**src/rtl/qce_pkg.sv**
```systemverilog
package qce_pkg;

    localparam int CHANNELS = 4;

    localparam logic [1:0] OP_UPDATE   = 2'd0;
    localparam logic [1:0] OP_VELOCITY = 2'd1;
    localparam logic [1:0] OP_RESET    = 2'd2;
    localparam logic [1:0] OP_SET      = 2'd3;

    localparam logic [1:0] ST_OK       = 2'd0;
    localparam logic [1:0] ST_DISABLED = 2'd1;
    localparam logic [1:0] ST_BAD_DT   = 2'd2;

    localparam logic [2:0] REG_ENABLE = 3'd0;
    localparam logic [2:0] REG_INVERT = 3'd1;
    localparam logic [2:0] REG_CPR0   = 3'd2;
    localparam logic [2:0] REG_CPR1   = 3'd3;
    localparam logic [2:0] REG_CPR2   = 3'd4;
    localparam logic [2:0] REG_CPR3   = 3'd5;

    localparam logic [23:0] MAX_DT_US = 24'd10000000;

    // One channel's stored state.
    typedef struct packed {
        logic [31:0] total;
        logic [15:0] prev_raw;
        logic [31:0] vbase;
    } chan_state_t;

endpackage

```
**src/rtl/quadrature_count_extender.sv**
```systemverilog
// Four-channel quadrature count extender. Each input transfer carries an operation (update,
// velocity sample, reset or set count) for one channel and yields exactly one result transfer
// with the 32-bit total, revolutions, position in Q16 degrees and, for a velocity sample,
// speed in Q16.16 rev/s with an overspeed flag. Channel state sits in one synchronous memory
// read in the cycle after acceptance and written back once the item's total is known. The
// derived values come from a shared restoring divider one quotient bit per cycle: revolutions
// and remainder take 32 steps, position 45 steps, and a velocity sample another 68 steps.
// A channel with a zero cpr skips the divider and answers with the total alone, and an error
// answers in the cycle after the input transfer. One item is in flight at a time; the input is
// ready again in the cycle after the result transfer.
module quadrature_count_extender
(
    input  logic        clk,
    input  logic        rst_n,
    input  logic        cfg_we,
    input  logic [2:0]  cfg_index,
    input  logic [15:0] cfg_data,
    input  logic        s_tvalid,
    output logic        s_tready,
    // operation[1:0], channel[3:2], reading[19:4], set_value[51:20],
    // delta_time_us[75:52], zero fill [79:76]
    input  logic [79:0] s_tdata,
    output logic        m_tvalid,
    input  logic        m_tready,
    // status[1:0], total[33:2], revolutions[65:34], position_q16[91:66],
    // velocity_q16[123:92], overspeed[124], zero fill [127:125]
    output logic [127:0] m_tdata
);
    import qce_pkg::*;

    localparam int CW = (CHANNELS > 1) ? $clog2(CHANNELS) : 1;

    localparam logic [3:0] S_IDLE = 4'd0;
    localparam logic [3:0] S_READ = 4'd1;
    localparam logic [3:0] S_MOD  = 4'd2;
    localparam logic [3:0] S_D1   = 4'd3;
    localparam logic [3:0] S_P0   = 4'd4;
    localparam logic [3:0] S_D2   = 4'd5;
    localparam logic [3:0] S_V0   = 4'd6;
    localparam logic [3:0] S_V1   = 4'd7;
    localparam logic [3:0] S_D3   = 4'd8;
    localparam logic [3:0] S_V2   = 4'd9;
    localparam logic [3:0] S_OUT  = 4'd10;
    localparam logic [3:0] S_VEL  = 4'd11;

    // Configuration registers.
    logic [3:0]  en_reg, inv_reg;
    logic [15:0] cpr_reg [4];

    always_ff @(posedge clk or negedge rst_n)
    begin
        if (!rst_n)
        begin
            en_reg <= '0;
            inv_reg <= '0;
            for (int i = 0; i < 4; i++)
            begin
                cpr_reg[i] <= 16'd1;
            end
        end
        else if (cfg_we)
        begin
            case (cfg_index)
                REG_ENABLE: en_reg <= cfg_data[3:0];
                REG_INVERT: inv_reg <= cfg_data[3:0];
                REG_CPR0:   cpr_reg[0] <= cfg_data;
                REG_CPR1:   cpr_reg[1] <= cfg_data;
                REG_CPR2:   cpr_reg[2] <= cfg_data;
                REG_CPR3:   cpr_reg[3] <= cfg_data;
                default:    ;
            endcase
        end
    end

    // State memory with one valid bit per entry standing in for the reset value.
    chan_state_t mem [CHANNELS];
    chan_state_t rd_reg;
    logic [CHANNELS-1:0] vld_reg;
    logic        mem_we;
    chan_state_t mem_wd;

    logic [3:0]  state_reg;
    logic [1:0]  op_reg;
    logic [CW-1:0] ch_reg;
    logic [15:0] raw_reg;
    logic [31:0] setv_reg;
    logic [23:0] dt_reg;
    logic        inv_bit_reg;
    logic [15:0] cpr_cur_reg;
    logic [31:0] total_reg;
    logic [31:0] dc_reg;

    // Shared divider: dividend shifts out top bit first into remainder.
    logic [63:0] dvd_reg;
    logic [39:0] dsr_reg;
    logic [40:0] rem_reg;
    logic [63:0] quo_reg;
    logic [6:0]  cnt_reg;

    logic [31:0] rev_reg, vel_reg;
    logic [25:0] pos_reg;
    logic        over_reg, neg_reg;
    logic [1:0]  status_reg;
    logic [31:0] q1_reg;
    logic [31:0] amag_reg;

    logic [40:0] rem_sh;
    logic        fits;
    assign rem_sh = {rem_reg[39:0], dvd_reg[63]};
    assign fits   = (rem_sh >= {1'b0, dsr_reg});

    // Position numerator is remainder * 360, velocity numerator is |dc| * 1e6.
    logic [24:0] pos_num;
    logic [51:0] vel_num;
    assign pos_num = 25'(rem_reg[15:0]) * 25'd360;
    assign vel_num = 52'(amag_reg) * 52'd1000000;

    always_ff @(posedge clk)
    begin
        if (mem_we)
        begin
            mem[ch_reg] <= mem_wd;
        end
        rd_reg <= mem[ch_reg];
    end

    always_ff @(posedge clk or negedge rst_n)
    begin
        if (!rst_n)
        begin
            vld_reg <= '0;
        end
        else if (mem_we)
        begin
            vld_reg[ch_reg] <= 1'b1;
        end
    end

    // Read-modify-write of the accepted item's entry.
    chan_state_t cur, nxt;
    logic [15:0] d16;
    logic [31:0] delta;
    logic [2:0]  ch_full;

    always_comb
    begin
        cur = vld_reg[ch_reg] ? rd_reg : '0;
        d16 = raw_reg - cur.prev_raw;
        delta = d16[15] && (d16[14:0] != '0) ? {16'hFFFF, d16} : {16'h0000, d16};
        if (inv_bit_reg)
        begin
            delta = -delta;
        end
        nxt = cur;
        case (op_reg)
            OP_UPDATE, OP_VELOCITY:
            begin
                nxt.total = cur.total + delta;
                nxt.prev_raw = raw_reg;
                if (op_reg == OP_VELOCITY)
                begin
                    nxt.vbase = cur.total + delta;
                end
            end
            OP_RESET: nxt = '0;
            default:
            begin
                nxt.total = setv_reg;
                nxt.prev_raw = setv_reg[15:0];
                nxt.vbase = setv_reg;
            end
        endcase
        mem_wd = nxt;
        mem_we = (state_reg == S_MOD);
    end

    assign ch_full  = {1'b0, s_tdata[3:2]};
    assign s_tready = (state_reg == S_IDLE);
    assign m_tvalid = (state_reg == S_OUT);

    logic [31:0] negq;
    always_comb
    begin
        negq = -q1_reg;
    end

    always_ff @(posedge clk or negedge rst_n)
    begin
        if (!rst_n)
        begin
            state_reg <= S_IDLE;
        end
        else
        begin
            case (state_reg)
                S_IDLE:
                begin
                    if (s_tvalid)
                    begin
                        op_reg <= s_tdata[1:0];
                        ch_reg <= s_tdata[2+CW-1:2];
                        raw_reg <= s_tdata[19:4];
                        setv_reg <= s_tdata[51:20];
                        dt_reg <= s_tdata[75:52];
                        inv_bit_reg <= inv_reg[s_tdata[3:2]];
                        cpr_cur_reg <= cpr_reg[s_tdata[3:2]];
                        rev_reg <= '0;
                        pos_reg <= '0;
                        vel_reg <= '0;
                        over_reg <= 1'b0;
                        total_reg <= '0;
                        if (s_tdata[1:0] == OP_VELOCITY &&
                            (s_tdata[75:52] == '0 || s_tdata[75:52] > MAX_DT_US))
                        begin
                            status_reg <= ST_BAD_DT;
                            state_reg <= S_OUT;
                        end
                        else if (ch_full >= 3'(CHANNELS) || !en_reg[s_tdata[3:2]])
                        begin
                            status_reg <= ST_DISABLED;
                            state_reg <= S_OUT;
                        end
                        else
                        begin
                            status_reg <= ST_OK;
                            state_reg <= S_READ;
                        end
                    end
                end
                S_READ: state_reg <= S_MOD;
                S_MOD:
                begin
                    total_reg <= nxt.total;
                    dc_reg <= nxt.total - cur.vbase;
                    if (cpr_cur_reg == '0)
                    begin
                        state_reg <= S_OUT;
                    end
                    else
                    begin
                        dvd_reg <= {(nxt.total[31] ? -nxt.total : nxt.total), 32'd0};
                        dsr_reg <= {24'd0, cpr_cur_reg};
                        rem_reg <= '0;
                        quo_reg <= '0;
                        cnt_reg <= 7'd32;
                        state_reg <= S_D1;
                    end
                end
                S_D1, S_D2, S_D3:
                begin
                    // The top quotient bit is sticky so a quotient too wide to keep
                    // still reads as saturated.
                    rem_reg <= fits ? rem_sh - {1'b0, dsr_reg} : rem_sh;
                    quo_reg <= {quo_reg[63] | quo_reg[62], quo_reg[61:0], fits};
                    dvd_reg <= {dvd_reg[62:0], 1'b0};
                    cnt_reg <= cnt_reg - 7'd1;
                    if (cnt_reg == 7'd1)
                    begin
                        state_reg <= (state_reg == S_D1) ? S_P0 :
                                     (state_reg == S_D2) ? S_V0 : S_V2;
                    end
                end
                S_P0:
                begin
                    // Revolutions, then remainder * 360 * 65536 / cpr.
                    rev_reg <= total_reg[31] ? -quo_reg[31:0] : quo_reg[31:0];
                    dvd_reg <= {4'd0, pos_num, 16'd0, 19'd0};
                    rem_reg <= '0;
                    quo_reg <= '0;
                    cnt_reg <= 7'd45;
                    state_reg <= S_D2;
                end
                S_V0:
                begin
                    pos_reg <= total_reg[31] ? -quo_reg[25:0] : quo_reg[25:0];
                    if (op_reg == OP_VELOCITY)
                    begin
                        neg_reg <= dc_reg[31];
                        amag_reg <= dc_reg[31] ? -dc_reg : dc_reg;
                        state_reg <= S_V1;
                    end
                    else
                    begin
                        state_reg <= S_OUT;
                    end
                end
                S_V1:
                begin
                    // num = |dc|*1e6 (52 bits), den = cpr*dt (40 bits).
                    dvd_reg <= {vel_num, 12'd0};
                    dsr_reg <= 40'(cpr_cur_reg) * 40'(dt_reg);
                    rem_reg <= '0;
                    quo_reg <= '0;
                    cnt_reg <= 7'd68;
                    state_reg <= S_D3;
                end
                S_V2:
                begin
                    // quo holds floor(num*65536/den), clamped to 2^31.
                    if (quo_reg[63:31] != '0 && !(quo_reg[63:31] == 33'd1 &&
                        quo_reg[30:0] == '0))
                    begin
                        q1_reg <= 32'h80000000;
                    end
                    else
                    begin
                        q1_reg <= quo_reg[31:0];
                    end
                    over_reg <= (quo_reg[63:16] > 48'd100) ||
                                (quo_reg[63:16] == 48'd100 &&
                                 (quo_reg[15:0] != '0 || rem_reg != '0));
                    state_reg <= S_VEL;
                end
                S_OUT:
                begin
                    if (m_tready)
                    begin
                        state_reg <= S_IDLE;
                    end
                end
                S_VEL:
                begin
                    vel_reg <= neg_reg ? negq :
                               (q1_reg[31] ? 32'h7FFFFFFF : q1_reg);
                    state_reg <= S_OUT;
                end
                default: state_reg <= S_IDLE;
            endcase
        end
    end

    // Velocity dividend is num << 16: num is loaded in the top 52 bits above twelve zeros,
    // and four more steps shift in zeros for the sixteen fraction bits.
    assign m_tdata = {3'd0, over_reg, vel_reg, pos_reg, rev_reg, total_reg, status_reg};

endmodule

```
**config.mk**
```make
export PLATFORM = sky130hd
export DESIGN_NAME = quadrature_count_extender
export DESIGN_NICKNAME = d
export VERILOG_FILES = /design/src/rtl/qce_pkg.sv /design/src/rtl/quadrature_count_extender.sv
export SDC_FILE = /design/constraint.sdc
export NUM_CORES = 2
export LEC_CHECK = 0
export BUFFER_PORTS_ARGS = -buffer_cell sky130_fd_sc_hd__buf_2
export CORE_UTILIZATION = 38
export CTS_BUF_LIST = sky130_fd_sc_hd__clkbuf_8
export DETAILED_ROUTE_END_ITERATION = 6
export PLACE_DENSITY_LB_ADDON = 0.12
export SYNTH_ARGS = -nofsm -noshare
export SYNTH_HDL_FRONTEND = slang
export SYNTH_SLANG_ARGS = --single-unit
```
**constraint.sdc**
```tcl
create_clock -name clk -period 16.3 [get_ports clk]
set_input_delay 3.26 -clock clk [delete_from_list [all_inputs] [get_ports clk]]
set_output_delay 3.26 -clock clk [all_outputs]
set_load 0.005 [all_outputs]
```
# --- Yosys cells after proc, flatten, opt, wreduce, memory -nomap -nowiden ---
# Memory sizes are Yosys's and may differ from the RTL's. A register that Yosys moved wholly into a read port is not among the register bits.
# Cells that the tools add are included.
op_classes:
  n_addsub: 11
  n_mul: 3
  div_mod_pow: 0
  n_lt_le_gt_ge: 8
  eq_ne: 26
  n_shift: 0
  muxes: 54
  bitwise: 3
  reduce_logical: 52
ops:
  columns: ["op", "count"]
  rows:
  - ["$pmux 64 s4", 1]
  - ["$mux 32", 7]
  - ["$pmux 32 s2", 3]
  - ["$pmux 64 s3", 1]
  - ["$neg 32->32", 5]
  - ["$pmux 80 s2", 1]
  - ["$mux 64", 2]
  - ["$pmux 41 s3", 1]
  - ["$mux 41", 2]
  - ["$mux 80", 1]
  - ["$pmux 40 s2", 1]
  - ["$mux 31", 2]
  - ["$mux 26", 2]
  - ["$pmux 26 s2", 1]
  - ["$eq 48x7->1 const B", 1]
  - ["$gt 48x7->1 const B", 1]
  - ["$mul 32x14->46 const B", 1]
  - ["$ge 41x40->1", 1]
  - ["$reduce_bool 41->1", 1]
  - ["$sub 41x40->41", 1]
  - ["$mul 16x24->40", 1]
  - ["$mux 40", 1]
  - ["$pmux 4 s10", 1]
  - ["$mux 4", 9]
  - ["54 further kinds", 109]
word_totals:
  register_bits: 611
  latch_bits: 0
  ram_bits: 320
  rom_bits: 0
  in_bits: 104
  out_inout_bits: 130
  word_cells: 189
  mem_count: 1
mem_list:
  columns: ["name", "depth", "width", "rd", "rd_clocked_by_memory_dff", "write_ports", "line", "rtl"]
  rows:
  - ["mem", 4, 80, 1, 1, 1, "quadrature_count_extender.sv:76", "chan_state_t mem [CHANNELS];"]

# --- Depth between registers and ports, before layout ---
logic_depth:
  depth_word: 16
  depth_mapped: 40
  depth_no_buf: 36

# --- Worst setup path after synthesis ---
# Ideal clock, no wire load.
synth_timing:
  path_type: "input-to-reg"
  startpoint: "input port rst_n"
  endpoint: "register quo_reg[0] (enable)"
  setup_time_ns: 0.604
  arrival_time_ns: 8.473
  required_ns: 15.696
  setup_slack_ns: 7.223
  stages: 2
  n_path_buf: 0
  cell_sequence: "o21ai_0 -> a21oi_1"
synth_between:
  elab_chain_cells: 1
synth_lines:
  columns: ["item", "line", "rtl"]
  rows:
  - ["start: declaration", "quadrature_count_extender.sv:14", "input logic rst_n,"]
  - ["$reduce_and 3->1 (no source line)", null, null]
  - ["end signal: assignment", "quadrature_count_extender.sv:254", "quo_reg <= {quo_reg[63] | quo_reg[62], quo_reg[61:0], fits};"]
  - ["end: declaration", "quadrature_count_extender.sv:97", "logic [63:0] quo_reg;"]
# Every way passes these cells.
# A chain may end at the register's enable or synchronous reset.

==> qor.yml <==
min-delay-path-class: "flip-flop to flip-flop"
floorplan.initialDensity_pct: 38.3
grt_start_max_net_pins: 84
drt-initial-drc-count: 3240
via_per_inst: 5.33
synthDominantCellAreaShare_pct: 37.1
place.gp.congestion: 0.905
number_of_global_route_vias_before_repair: 47760
clock-sinks: 993
crit_top_cell: "sky130_fd_sc_hd__o21ai_0"
post_drt_wl_per_cell_um: 21.8
timing.reg2reg.worst_path_depth: 33
cp_data_required_time_ns: 17.00
violations: "design-rule violations"
syn_area_per_cell_um2: 11.3
worst_r2r_endpoint: "dc_reg[31]$_DFFE_PP_"
post-cts-setup-buffers: 0
hold_violations: 0
first_pass_grt_wire_length_mm: 291
globalRouteTotalUtil_pct: 21.2
netlist_area_mm2: 0.0675
final.setup.tns_ns: 0
hold_end: "vld_reg[2]$_DFFE_PN0P_"
vdd_ir_drop_max_mv: 0.230
cap_violations: 0
cts.hold.buffers_added: 0
crit_family: "compound AO/OA/AOI/OAI gates"
drt.antenna.violating_nets: 0
rrSetupSlack_ns: 6.25
final_period_minus_worst_setup_slack_ns: 10.05
buffer_ports.inserted: 226
worst_ep_arrival_time_ns: 10.75
finalSetupViolations: 0
timing.fmax_mhz: 99.5
largest_register_ffs: 320
buffers_inverters_on_critical_path: 3
cts_made_buffers: 175
crit_path_top_delay_cell: "sky130_fd_sc_hd__mux4_4"
syn2layout_area_growth_pct: 10.9
worst-setup-path-type: "flip-flop to flip-flop"
synthesis.yosys.warnings: 0
i_o_pin_cnt: 234
holdCritStartpoint: "vld_reg[2]$_DFFE_PN0P_"
hpwl_mm: 138
dpl.cell_count: 8373
critical-path-max-stage-delay_ns: 0.82
fin_cells: 8699
routed_wl_mm: 189
timing.slew.headroom_pct: 15.6
final_design_area_no_fill_mm2: 0.0748
filler_cells_inserted: 16933
ys_seq_elements: 993
antenna_found_initial: 3
postPlaceCellArea_mm2: 0.0714
unrepaired_setup_endpoints_after_global_routing: "no"
fraction_of_layout_instances_using_a_drive_strength_above_1_pct: 12.6
insertion_delay_ns: 0.98
synthDominantAreaCellType: "sky130_fd_sc_hd__edfxtp_1"
run_status: "complete, but fails checks"
path_clk_slew_ns: 0.06
chipHeight_um: 423
drc: 82
post_synth_inst_count: 5977
endpoint_kind: "flip-flop"
timing_worst_slew_pin_value_ns: 1.27
final_cell_mix: "sky130_fd_sc_hd__edfxtp_1 (833), sky130_fd_sc_hd__inv_1 (720), sky130_fd_sc_hd__nand2_1 (585), sky130_fd_sc_hd__fa_1 (471), sky130_fd_sc_hd__ha_1 (431)"
timing.final.crit_share_pct: 61.7
netlist_top_cells_area: "sky130_fd_sc_hd__edfxtp_1 (37%), sky130_fd_sc_hd__fa_1 (14%), sky130_fd_sc_hd__ha_1 (8.0%)"
ctsLongestPathBuffers: 3
die_w_um: 423
number_of_enable_type_register_cells_in_the_synthesized_netlist: 833
min_path_cells: 1
regToRegStartpoint: "ch_reg[0]$_DFFE_PP_"
skew_ns: 0.0716
power.density_cell_area_mw_per_mm2: 225
cp-start-kind: "flip-flop"
floorplan.core_area_mm2: 0.176
row_count: 154
tritoncts: "yes"
worst-path-max-fanout: 35
synthFlopType: "sky130_fd_sc_hd__edfxtp_1"
async_flop_share_pct: 8.06
synth_sequential_area_ratio_pct: 42.4
grt_remaining_overflow: 0
synth.lib_cells_used.distinct: 105
mostFrequentLayoutCell: "sky130_fd_sc_hd__edfxtp_1"
p_leak_nw: 30.8
drt_pass1_iterations: 7
routed-via-count: 46341
htreeDepth: 4
die_area_mm2: 0.179
clock-root-buffer: "sky130_fd_sc_hd__clkbuf_8"
nNetsFinal: 7216
slew_violations: 0
cts.repair.resized: 0
-- area by class of cell --
cell class	instances	area (um^2)	area share [%]
multi-input cells	4083	35700	47.6
flip-flops and latches	993	28600	38.2
well taps	2340	2930	3.91
clock buffers	188	2590	3.46
inverters	662	2480	3.32
repair buffers	295	1680	2.24
clock inverters	136	878	1.17
diodes	2	5.00	0.00669
-- worst max path at each step --
stage,start,endpoint,slack [ns],cells after the start
after floorplan,rst_n,quo_reg[0]$_SDFFCE_PP0P_,7.22,2
after global placement,ch_reg[0]$_DFFE_PP_,dc_reg[31]$_DFFE_PP_,6.56,33
after global routing,ch_reg[0]$_DFFE_PP_,dc_reg[31]$_DFFE_PP_,5.61,34
after CTS,ch_reg[0]$_DFFE_PP_,dc_reg[31]$_DFFE_PP_,6.47,33
final,ch_reg[0]$_DFFE_PP_,dc_reg[31]$_DFFE_PP_,6.25,33
after detailed placement,ch_reg[0]$_DFFE_PP_,dc_reg[31]$_DFFE_PP_,6.48,33
-- cells by family (layout without fill, tap and decap cells) --
kind of cell | Yosys count | count (layout) | share of synthesized area [%]
AOI/OAI and AO/OA | 1052 | 1052 | 10.3
DFF | 993 | 993 | 42.4
buffers and inverters | 903 | 1281 | 5.10
adders and majority gates | 902 | 902 | 22.0
muxes | 182 | 182 | 4.67
xor gates and xnor gates | 260 | 260 | 3.44
other | 1 | 5 | 0.00556
and+or+nand+nor | 1684 | 1684 | 12.2
-- stage by stage --
step / total power, mW / util [%] / setup slack [ns] / hold slack [ns]
floorplan: 11.6 / - / 7.22 / 0.426
global placement: 14.5 / 40.5 / 6.56 / 0.445
detailed placement: 14.6 / 40.5 / 6.48 / 0.450
CTS: 17.0 / 42.4 / 6.47 / 0.465
global route: 18.3 / 42.4 / 5.61 / 0.491
finish: 16.8 / 42.4 / 6.25 / 0.461
-- per-layer routing --
metal | up-vias | track usage (%) | wire length [um]
li1 | 21559 | - | -
met1 | 23423 | 29.5 | 87700
met3 | 226 | 3.21 | 8820
met2 | 1129 | 34.4 | 88600
met4 | 4 | 6.05 | 4140
met5 | - | 0 | 30
-- synthesized netlist by cell type (all sizes together), types with 11 or more instances --
library cell and count:
a21boi 13, o41ai 11, and4 12, ha 431, a21oi 273, o21ai 222
or4 26, nor4 48, xnor2 171, a211oi 28, nand2b 29, o22ai 32
a21o 117, mux2 73, edfxtp 833, and3 61, a22o 12, nand2 588
a31o 13, o21bai 26, and2 254, nor3 89, nor2b 31, o21a 41
clkbuf 198, buf 43, dfxtp 80, a31oi 52, a311oi 25, o31ai 44
nand3 79, or2 23, dfrtp 76, nor2 332, o211ai 27, xor2 89
mux4 99, a222oi 18, or3 36, nand4 43, fa 471, inv 662
-- report_power, final --
group / switching (mW) / internal, mW
registers: 0.322 / 3.66
clock network: 1.13 / 1.16
logic: 6.50 / 4.06
Power figures use the tool's default switching activity.
